<file path="src/rtl/npc_pkg.sv">
// Shared types, constants and the palette ROM of the nearest palette color block.
// Used by every module of the block and by its checker; depends on nothing.
`default_nettype none

package npc_pkg;

    // Number of palette entries that take part in the search (2 to 16).
    localparam int NUM_COLORS = 15;
    // Rows held in the palette ROM.
    localparam int ROM_ROWS   = 16;

    localparam int CHAN_W     = 8;
    localparam int SQ_W       = 2 * CHAN_W;
    // Sum of three squares of 8-bit differences fits in 18 bits.
    localparam int DIST_W     = SQ_W + 2;
    localparam int IDX_W      = 4;

    // Comparison tree: leaves padded up to a power of two.
    localparam int TREE_LEVELS = $clog2(NUM_COLORS);
    localparam int TREE_LEAVES = 1 << TREE_LEVELS;

    typedef logic [CHAN_W-1:0] chan_t;
    typedef logic [DIST_W-1:0] dist_t;
    typedef logic [IDX_W-1:0]  idx_t;

    typedef struct packed {
        chan_t r;
        chan_t g;
        chan_t b;
    } rgb_t;

    typedef dist_t [NUM_COLORS-1:0] dist_vec_t;

    // Basic palette colors; the last row is reached only with sixteen colors.
    localparam rgb_t PALETTE_ROM [ROM_ROWS] = '{
        '{8'd0,   8'd0,   8'd0  },
        '{8'd62,  8'd184, 8'd73 },
        '{8'd116, 8'd208, 8'd125},
        '{8'd89,  8'd85,  8'd224},
        '{8'd128, 8'd118, 8'd241},
        '{8'd185, 8'd94,  8'd81 },
        '{8'd101, 8'd219, 8'd239},
        '{8'd219, 8'd101, 8'd89 },
        '{8'd255, 8'd137, 8'd125},
        '{8'd204, 8'd195, 8'd94 },
        '{8'd222, 8'd208, 8'd135},
        '{8'd58,  8'd162, 8'd65 },
        '{8'd183, 8'd102, 8'd181},
        '{8'd204, 8'd204, 8'd204},
        '{8'd255, 8'd255, 8'd255},
        '{8'd44,  8'd42,  8'd112}
    };

    // Square of the absolute difference of two channel values.
    function automatic logic [SQ_W-1:0] sq_diff(input chan_t a, input chan_t b);
        chan_t d;
        d = (a >= b) ? (a - b) : (b - a);
        return {{CHAN_W{1'b0}}, d} * {{CHAN_W{1'b0}}, d};
    endfunction

endpackage

`default_nettype wire

</file>
<file path="src/rtl/npc_dist.sv">
// Squared Euclidean distance from one pixel to every searched palette color.
// Depends on npc_pkg for the palette ROM and the distance type.
`default_nettype none

module npc_dist (
    input  wire npc_pkg::chan_t     red,
    input  wire npc_pkg::chan_t     green,
    input  wire npc_pkg::chan_t     blue,
    output npc_pkg::dist_vec_t      sq_dist
);
    import npc_pkg::*;

    // One independent distance unit for each searched palette entry.
    always_comb
    begin
        for (int i = 0; i < NUM_COLORS; i++)
        begin
            sq_dist[i] = {2'b00, sq_diff(red,   PALETTE_ROM[i].r)}
                       + {2'b00, sq_diff(green, PALETTE_ROM[i].g)}
                       + {2'b00, sq_diff(blue,  PALETTE_ROM[i].b)};
        end
    end

endmodule

`default_nettype wire

</file>
<file path="config.mk">
export PLATFORM = sky130hd
export DESIGN_NAME = npc_dist
export DESIGN_NICKNAME = d
export VERILOG_FILES = /design/src/rtl/npc_pkg.sv /design/src/rtl/npc_dist.sv
export SDC_FILE = /design/constraint.sdc
export NUM_CORES = 2
export LEC_CHECK = 0
export ABC_CLOCK_PERIOD_IN_PS = 38500
export BUFFER_PORTS_ARGS = -buffer_cell sky130_fd_sc_hd__buf_4
export CAP_MARGIN = 25
export CORE_MARGIN = 3
export CORE_UTILIZATION = 65
export DETAILED_ROUTE_END_ITERATION = 12
export GPL_TIMING_DRIVEN = 0
export PLACE_DENSITY = 0.8
export SYNTH_ARGS = -nofsm -noshare
export SYNTH_HDL_FRONTEND = slang
export SYNTH_SLANG_ARGS = --single-unit
</file>
<file path="constraint.sdc">
create_clock -name vclk -period 38.5
set_clock_uncertainty 0.15 [all_clocks]
set_input_delay 7.7 -clock vclk [all_inputs]
set_output_delay 7.7 -clock vclk [all_outputs]
set_load 0.01 [all_outputs]
</file>
# After elaboration in Yosys (flattened, before gate mapping)
# Index checks and enable logic that the tools add are counted.
[op_classes] order_cmp=41 n_mux=41 n_mul=41 add_sub_neg=109
[ops] operator="$mul A8 B8 Y16" n=41
[ops] operator="$mux W8" n=41
[ops] operator="$add A17 B16 Y18" n=15
[ops] operator="$add A16 B16 Y17" n=15
[ops] operator="$ge A8 B8 Y1 const B" n=22
[ops] operator="$sub A8 B8 Y8 const A" n=22
[ops] operator="$sub A8 B8 Y8 const B" n=22
[ops] operator="$ge A8 B7 Y1 const B" n=14
[ops] operator="$sub A7 B8 Y8 const A" n=14
[ops] operator="$sub A8 B7 Y8 const B" n=14
[ops] operator="$ge A8 B1 Y1 const B" n=3
[ops] operator="$sub A1 B8 Y8 const A" n=3
[ops] operator="$ge A8 B6 Y1 const B" n=2
[ops] operator="$sub A6 B8 Y8 const A" n=2
[ops] operator="$sub A8 B6 Y8 const B" n=2
[totals] reg_bits=0 out_inout_bits=270 elab_cells=232 in_bits=24

# Longest topological paths before layout
[depth] word_depth=5 mapped_depth=42 mapped_depth_nobuf=41

# Worst setup path after synthesis
# Ideal clock, no wire load.
[synth_timing] kind="input to output" startpoint="input red[0]" endpoint="output sq_dist[160] (netlist bit)" t_arrival_ns=16.768 required_time_ns=30.650 stages=35 n_path_buf=4 setup_slack_ns=13.882 path_cell_list="clkbuf_1 > inv_1 > buf_2 > buf_1 > ha_1 > clkbuf_1 > o21ai_0 > or2_2 > fa_1 > fa_1 > inv_1 > ha_1 > inv_1 > fa_1 > inv_1 > ha_1 > nor2b_1 > o21ai_0 > nand2_1 > xnor2_1 > fa_1 > fa_1 > inv_1 > fa_1 > inv_1 > fa_1 > inv_1 > fa_1 > ha_1 > a21oi_1 > o22ai_1 > or4b_1 > a31o_2 > a21oi_1 > xnor2_1"
[synth_rtl] element="from (decl)" line_no="npc_dist.sv:6" text="input wire npc_pkg::chan_t red,"
[synth_rtl] element="to (decl)" line_no="npc_dist.sv:9" text="output npc_pkg::dist_vec_t sq_dist"

==> results_dict.tcl <==
set metrics [dict create \
    core_sq_mm 0.1257 \
    critPathMaxStageDelay_ns 0.83 \
    worstPathMaxFanout 14 \
    start_util 0.6557 \
    syn_inst 9498 \
    portBuffers 293 \
    fill_cells 9852 \
    fmax_mhz 35.62 \
    hold_end "sq_dist[91]" \
    crit_path_end_kind "output port" \
    worstSetupStartpoint "red[0]" \
    grt_setup_unrepaired "false" \
    hp-class "primary input to output port" \
    grt_pass1_vias 71482 \
    ys_types 110 \
    dieArea_sq_mm 0.1311 \
    yosysWarnings 0 \
    slew_violations 0 \
    hp-start "green[0]" \
    die_w_microns 362.1 \
    cts_setup_buffers 0 \
    fin_crit_ns 28.07 \
    finalSetupTns_ns 0 \
    grt_util_met3 0.1146 \
    grt_pass1_wl_microns 427500 \
    grt_most_used_layer "met2" \
    antenna_found_initial 21 \
    arrival_ns 20.22 \
    syn_area_sq_mm 0.08244 \
    whs_ns 16.06 \
    avgViaCountPerCell 5.857 \
    synth_area_leaders "fa_1 (42%), ha_1 (18%), inv_1 (11%)" \
    yosysTopAreaCell "fa_1" \
    dp.final_hpwl_microns 245800 \
    ctsHoldBuffers 0 \
    post-synth-top-area-fraction 0.4242 \
    hold_viol_final 0 \
    syn_to_final_growth_pct 6.650 \
    synth_common_cells "inv_1 (2,484), fa_1 (1,747), ha_1 (1,192)" \
    drive_gt1_frac 0.07263 \
    path_class "primary input to output port" \
    final_core_util 0.6993 \
    ctsResizeCount 0 \
    grtUsageTotal 0.4379 \
    outcome "finished clean" \
    nets 12865 \
    finalSetupViolCount 0 \
    cp_slowest_cell "clkbuf_1" \
    use_met2 0.6651 \
    ys_seq_area_frac 0 \
    whs_path_depth 3 \
    routabilityCongestion 1.059 \
    seq_cell_count 0 \
    worst_ep_required_time_ns 30.65 \
    cp_top_family "adder cells" \
    nClkBuffers 0 \
    wl_per_cell_microns 24.38 \
    io_pins 294 \
    startpoint_type "primary input" \
    drc_errors 0 \
    grt_overflow 0 \
    avgSynthCellArea_sq_um 8.680 \
    crit_buf_inv 14 \
    slew_headroom 0.07650 \
    multi_input_area_sq_mm 0.07196 \
    first_iter_violations 5563 \
    row_count 130 \
    grt_max_degree 16 \
    dieHeight_microns 362.1 \
    finalNonFillerCells 11566 \
    met1_usage 0.5643 \
    dr.pass1.iters 8 \
    fin_crit_sh 0.7291 \
    routed_wl_microns 281900 \
    regArea_sq_um 0 \
    cap_violations 0 \
    synth_most_common_cell "inv_1" \
    tightest_slew_ns 1.385 \
    via_count 67739 \
    dp_cells 11532 \
    drt.antenna.violating_nets 0 \
]
## cell type report
type	instances	share of cell area
repair buffers	393	0.03738
well taps	1650	0.02348
multi-input cells	6751	0.8184
plain buffers	243	0.01294
diodes	16	0.0004554
inverters	2513	0.1073
## cells in the final DEF (no fill, tap or decap), types with 107 or more instances in the layout
cell      netlist  layout
xnor2_1       335     332
nor2_1       1170    1170
o21ai_0       165     162
buf_4          27     368
inv_1        2484    2484
fa_1         1747    1747
clkbuf_1      120     108
xor2_1        130     130
a21oi_1       315     315
nand2_1       412     412
ha_1         1192    1192
nand2b_1      107     107
## metal layers
metal / share of wire / up-vias
met4: 0.079 / 16
met3: 0.11 / 878
met1: 0.38 / 33960
met5: 0.00032 / -
li1: - / 29572
met2: 0.43 / 3313
## logic make-up (layout without fill, tap and decap cells)
kind of cell | Yosys count | count (layout) | share of synthesized area
other | 2 | 27 | 0.00009109
multiplexers | 118 | 118 | 0.01478
adder cells (fa/ha/maj) | 2939 | 2939 | 0.6051
AO/OA/AOI/OAI | 979 | 979 | 0.07749
XOR/XNOR | 498 | 498 | 0.05632
buffers and inverters | 2756 | 3149 | 0.1280
AND/OR/NAND/NOR | 2206 | 2206 | 0.1183
## per-stage QoR
stage          area [sq um]  setup slack (ns)
2_1_floorplan         82480             13.88
3_3_place_gp          86740             8.900
3_5_place_dp          87740             11.00
4_1_cts               87740             10.99
5_1_grt               87900             10.28
6_report              87930             10.43
## how the worst max path moves through the flow
stage / endpoint / cells past startpoint
final: sq_dist[269] / 38
after global routing: sq_dist[269] / 38
after CTS: sq_dist[160] / 38
after detailed placement: sq_dist[160] / 38
after global placement: sq_dist[269] / 36
after floorplan: sq_dist[160] / 35
