--- config.mk ---
export PLATFORM = sky130hd
export DESIGN_NAME = npc_argmin
export DESIGN_NICKNAME = d
export VERILOG_FILES = /design/src/rtl/npc_pkg.sv /design/src/rtl/npc_argmin.sv
export SDC_FILE = /design/constraint.sdc
export NUM_CORES = 1
export LEC_CHECK = 0
export ABC_AREA = 1
export BUFFER_PORTS_ARGS = -buffer_cell sky130_fd_sc_hd__clkbuf_2
export CAP_MARGIN = 20
export CELL_PAD_IN_SITES_DETAIL_PLACEMENT = 0
export CELL_PAD_IN_SITES_GLOBAL_PLACEMENT = 1
export CORE_MARGIN = 3
export CORE_UTILIZATION = 35
export DETAILED_ROUTE_END_ITERATION = 8
export MAX_ROUTING_LAYER = met4
export PLACE_DENSITY = 0.8
export SETUP_SLACK_MARGIN = 0.4
export SYNTH_ARGS = -nofsm -noshare
export SYNTH_HDL_FRONTEND = slang
export SYNTH_SLANG_ARGS = --single-unit
--- constraint.sdc ---
create_clock -name vclk -period 11.65
set_input_delay 1.165 -clock vclk [all_inputs]
set_output_delay 1.165 -clock vclk [all_outputs]
set_load 0.01 [all_outputs]
--- src/rtl/npc_pkg.sv ---
// Shared types, constants and the palette ROM of the nearest palette color block.
// Used by every module of the block and by its checker; depends on nothing.
`default_nettype none

package npc_pkg;

    // Number of palette entries that take part in the search (2 to 16).
    localparam int NUM_COLORS = 15;
    // Rows held in the palette ROM.
    localparam int ROM_ROWS   = 16;

    localparam int CHAN_W     = 8;
    localparam int SQ_W       = 2 * CHAN_W;
    // Sum of three squares of 8-bit differences fits in 18 bits.
    localparam int DIST_W     = SQ_W + 2;
    localparam int IDX_W      = 4;

    // Comparison tree: leaves padded up to a power of two.
    localparam int TREE_LEVELS = $clog2(NUM_COLORS);
    localparam int TREE_LEAVES = 1 << TREE_LEVELS;

    typedef logic [CHAN_W-1:0] chan_t;
    typedef logic [DIST_W-1:0] dist_t;
    typedef logic [IDX_W-1:0]  idx_t;

    typedef struct packed {
        chan_t r;
        chan_t g;
        chan_t b;
    } rgb_t;

    typedef dist_t [NUM_COLORS-1:0] dist_vec_t;

    // Basic palette colors; the last row is reached only with sixteen colors.
    localparam rgb_t PALETTE_ROM [ROM_ROWS] = '{
        '{8'd0,   8'd0,   8'd0  },
        '{8'd62,  8'd184, 8'd73 },
        '{8'd116, 8'd208, 8'd125},
        '{8'd89,  8'd85,  8'd224},
        '{8'd128, 8'd118, 8'd241},
        '{8'd185, 8'd94,  8'd81 },
        '{8'd101, 8'd219, 8'd239},
        '{8'd219, 8'd101, 8'd89 },
        '{8'd255, 8'd137, 8'd125},
        '{8'd204, 8'd195, 8'd94 },
        '{8'd222, 8'd208, 8'd135},
        '{8'd58,  8'd162, 8'd65 },
        '{8'd183, 8'd102, 8'd181},
        '{8'd204, 8'd204, 8'd204},
        '{8'd255, 8'd255, 8'd255},
        '{8'd44,  8'd42,  8'd112}
    };

    // Square of the absolute difference of two channel values.
    function automatic logic [SQ_W-1:0] sq_diff(input chan_t a, input chan_t b);
        chan_t d;
        d = (a >= b) ? (a - b) : (b - a);
        return {{CHAN_W{1'b0}}, d} * {{CHAN_W{1'b0}}, d};
    endfunction

endpackage

`default_nettype wire

--- src/rtl/npc_argmin.sv ---
// Comparison tree that picks the index of the smallest distance.
// Depends on npc_pkg; on equal distances the lower index is kept.
`default_nettype none

module npc_argmin (
    input  wire npc_pkg::dist_vec_t sq_dist,
    output npc_pkg::idx_t           best_index
);
    import npc_pkg::*;

    dist_t node_dist [TREE_LEVELS+1][TREE_LEAVES];
    idx_t  node_idx  [TREE_LEVELS+1][TREE_LEAVES];
    logic  node_vld  [TREE_LEVELS+1][TREE_LEAVES];

    // Leaves, then one level of pairwise compares per tree level.
    always_comb
    begin
        for (int j = 0; j < TREE_LEAVES; j++)
        begin
            node_idx[0][j] = IDX_W'(j);
            if (j < NUM_COLORS)
            begin
                node_dist[0][j] = sq_dist[j];
                node_vld[0][j]  = 1'b1;
            end
            else
            begin
                node_dist[0][j] = '0;
                node_vld[0][j]  = 1'b0;
            end
        end
        for (int l = 1; l <= TREE_LEVELS; l++)
        begin
            for (int j = 0; j < TREE_LEAVES; j++)
            begin
                node_dist[l][j] = '0;
                node_idx[l][j]  = '0;
                node_vld[l][j]  = 1'b0;
            end
            for (int j = 0; j < (TREE_LEAVES >> l); j++)
            begin
                // The right branch wins only when strictly closer.
                if (node_vld[l-1][2*j+1] &&
                    (!node_vld[l-1][2*j] ||
                     node_dist[l-1][2*j+1] < node_dist[l-1][2*j]))
                begin
                    node_dist[l][j] = node_dist[l-1][2*j+1];
                    node_idx[l][j]  = node_idx[l-1][2*j+1];
                end
                else
                begin
                    node_dist[l][j] = node_dist[l-1][2*j];
                    node_idx[l][j]  = node_idx[l-1][2*j];
                end
                node_vld[l][j] = node_vld[l-1][2*j] | node_vld[l-1][2*j+1];
            end
        end
    end

    assign best_index = node_idx[TREE_LEVELS][0];

endmodule

`default_nettype wire

======== Word level (Yosys, flattened, before mapping) ========
Cells that the tools add are included.
cells by class
  order comparisons ....................... 14
  muxes and demuxes ....................... 27
operator list
  kind                         count
  less-than comparator 18 bit  14
  2-to-1 mux 18 bit            13
  2-to-1 mux 2 bit             4
  2-to-1 mux 1 bit             7
  2-to-1 mux 3 bit             2
  2-to-1 mux 4 bit             1
storage, ports and cells
  flip-flop bits (word level) ............. 0
  bits of input ports ..................... 270
  output and inout port bits .............. 4
  logic and storage cells ................. 41

======== Depth between registers and ports, before layout ========
  depth after elaboration ................. 8
  gate-level depth with buffers ........... 45
  gate-level depth less buffers ........... 41

======== Least setup slack after synthesis ========
No wires, ideal clock.
  kind .................................... in2out
  start point ............................. input port sq_dist[53] (netlist name)
  end point ............................... output port best_index[1]
  data arrival time ....................... 6.967 ns
  data required time ...................... 10.485 ns
  slack ................................... 3.518 ns
  cell stages on the path ................. 39
  buffers on the path ..................... 4
  path through ............................ inv_1 ha_1 nand2_1 nor2_1 nand2_1 nor2_1 nand2_2 nand3_4 clkbuf_1 a21oi_1 ha_1 nand2_1 or4_1 nor2_1 nand4_1 o21a_2 nand2_8 clkbuf_1 (+3 left out) a21oi_1 nor2_1 a211oi_1 o221ai_1 a221oi_1 nand2_1 buf_4 buf_4 nand2_1 o21ai_1 ha_1 a21oi_1 o21a_1 o221ai_1 a21oi_1 nand2_2 nand2_1 nand2_1
on the way
  cells in the longest elaborated chain, start to end .. 8
  elaborated cells on any way between the ends .. 10
  those cells by class .................... order compare: 4; mux: 6
ends and longest elaborated chain
  element                      RTL line          source
  from (decl)                  npc_argmin.sv:6   input wire npc_pkg::dist_vec_t sq_dist,
  less-than comparator 18 bit  npc_argmin.sv:45  node_dist[l-1][2*j+1] < node_dist[l-1][2*j]))
  2-to-1 mux 18 bit (*)        npc_argmin.sv:43  if (node_vld[l-1][2*j+1] &&
  less-than comparator 18 bit  npc_argmin.sv:45
  2-to-1 mux 18 bit            npc_argmin.sv:43
  less-than comparator 18 bit  npc_argmin.sv:45
  2-to-1 mux 18 bit            npc_argmin.sv:43
  less-than comparator 18 bit  npc_argmin.sv:45
  2-to-1 mux 4 bit (*)         npc_argmin.sv:43
  to (decl)                    npc_argmin.sv:7   output npc_pkg::idx_t best_index
Mark *: on every way between the ends. The rest lies on a longest branch, timed or not.

======== Final worst setup path ========
  start point ............................. input port sq_dist[187] (netlist name)
  end point ............................... output port best_index[1]
The elaborated chain is that of the path after synthesis.

==> qor.csv <==
stage,metric,value,unit
route,DRC,0,
placed_design,Port Buffers,274,
synth,register area share after synthesis,0,%
clocking,post-CTS resize count,0,
layout,"commonest cells after routing, fill and taps aside","nand2_1 (393), clkbuf_2 (274), ha_1 (237)",
layout,fillers,2568,
synth,gate count of the mapped netlist,1440,
global_route,vias in the first global route,9005,
setup_path,CP Capture Type,output port,
global_route,GRT Total Usage,20.3,%
power,peak supply drop,138,uV
synth,synthesized area,8360,um2
placed_design,Final Wtd Congestion,0.894,
clocking,Hold Buf Count CTS,0,
layout,Layout clock buffers,0,
synth,Netlist cell types,37,
synth,Avg Inst Size Synth,5.80,um2
timing,endpoints failing setup,0,
timing,Pins Over Slew Limit,0,
timing,Tmin final,10110,ps
floorplan,Die W,161,um
global_route,Overflow after GRT,0,
setup_path,CP required,10490,ps
timing,fmax,98.9,MHz
layout,seq_cells,0,
placed_design,Post-DP HPWL,24500,um
layout,"commonest non-fill, non-tap cell in the layout",nand2_1,
setup_path,Startpoint Class,input pin,
layout,sequential standard cell area,0,um2
layout,layout cell share with drive strength beyond 1,17.7,%
global_route,GR peak layer,met2,
route,Final ANT Viol Nets,0,
global_route,largest net degree at the start of global routing,39,
power,PwrDens,109,nW/um2
setup_path,CP peak stage delay,660,ps
global_route,initial antenna violation count,0,
timing,relative slew slack,32.6,%
setup_path,kind of critical path,input pin to output port,
route,wire per inst,13.5,um
floorplan,Die Area,25800,um2
power,Leak Pwr,5.93,nW
route,DR vias,9769,
flow_run,max-cap violation count,0,
clocking,total setup buffers inserted after CTS,0,
route,Total Wirelength,26800,um
timing,worst-margin pin slew,1010,ps
setup_path,crit path DAT,8950,ps
status,status,"complete, no violations",
worst_hold_path,Hold Path Class,input pin to output port,
placed_design,dpl ws,891,ps
setup_path,CP Max Fanout,38,
timing,Sum Neg Setup Slack,0,ps
timing,Tcrit/Tclk final,86.8,%
layout,Layout Area Growth over Synthesis,19.8,%
floorplan,FP Rows,55,
setup_path,most common cell type on the critical path,a21oi_1,
route,number of DRC markers in iteration 0,516,
setup_path,cell family with most CP delay,compound AO/OA/AOI/OAI gates,
route,Via density,4.91,
layout,final net count,2184,
floorplan,Die Ht,161,um
layout,n_diodes,0,
global_route,M2 GR Usage,32.6,%
setup_path,CP bufs+invs,5,
floorplan,Initial Utilization,36.2,%
layout,multi-input logic area,7410,um2
timing,fin worst setup slack,1540,ps
synth,syn nets,1947,
timing,Final Hold Viols,0,
global_route,global-route wire length before repair,42800,um
floorplan,core area,23100,um2
synth,Synth Warn #,0,
timing,RSZ-0062 raised after global routing,false,
floorplan,IO Count,274,
route,DR pass1 iterations,5,
setup_path,"Slowest-stage cell, CP",nand2_1,
global_route,met1 Use GR,29.6,%
global_route,grt met3 use,1.24,%
-- metrics by stage --
step / std cells / hold slack (ps) / total power [mW] / instance area (um2) / utilization [%]
after floorplan: 1440 / 2960 / 0.772 / 8360 / -
after global placement: 1986 / 3290 / 1.05 / 9950 / 43.2
after detailed placement: 1986 / 3290 / 1.07 / 9950 / 43.2
after CTS: 1986 / 3290 / 1.08 / 9950 / 43.2
after global routing: 1988 / 3440 / 1.27 / 10000 / 43.4
final: 1988 / 3270 / 1.09 / 10000 / 43.4
-- final timing paths --
kind,from,endpoint,cells past startpoint,slack [ps]
setup / recovery,sq_dist[187],best_index[1],35,1540
hold / removal,sq_dist[54],best_index[3],12,3270
-- cells in the mapped netlist, drive strengths merged --
master / number / area [um2]
a211oi: 5 / 37.5
a21boi: 4 / 30.0
a21o: 5 / 37.5
a21oi: 131 / 659
a221oi: 2 / 17.5
and2: 1 / 8.76
buf: 6 / 35.0
clkbuf: 35 / 131
ha: 237 / 2970
inv: 208 / 781
nand2: 400 / 1540
nand3: 34 / 205
nand3b: 1 / 20.0
nand4: 30 / 188
nor2: 78 / 298
nor3: 7 / 35.0
nor4: 5 / 31.3
nor4b: 2 / 17.5
o211ai: 4 / 30.0
o21a: 12 / 91.3
o21ai: 224 / 1120
o221a: 1 / 11.3
o221ai: 6 / 52.6
o22ai: 1 / 6.26
or4: 1 / 7.51
-- per-layer routing --
layer / wire [um] / share of wire, %
met3: 1610 / 6.0
met5: 0 / 0
met4: 24 / 0.089
met1: 13500 / 50
met2: 11700 / 43
-- cells by family after synthesis --
family,after synthesis,share of synthesized area (%)
AND/OR/NAND/NOR,559,28.1
AO/OA/AOI/OAI,395,25.1
buffers and inverters,249,11.3
adder cells (fa/ha/maj),237,35.5
-- layout make-up --
class | instances | area share (%)
Multi-Input combinational cell | 1191 | 74.0
Timing Repair Buffer | 276 | 14.3
Inverter | 208 | 7.80
Tap cell | 313 | 3.91
-- power breakdown --
| part | switching, mW | internal [mW] | total, mW |
|---|---|---|---|
| Sequential | 0 | 0 | 0 |
| Clock | 0 | 0 | 0 |
| Combinational | 0.688 | 0.406 | 1.09 |
| Total | 0.688 | 0.406 | 1.09 |
(Power assumes the default switching activity.)
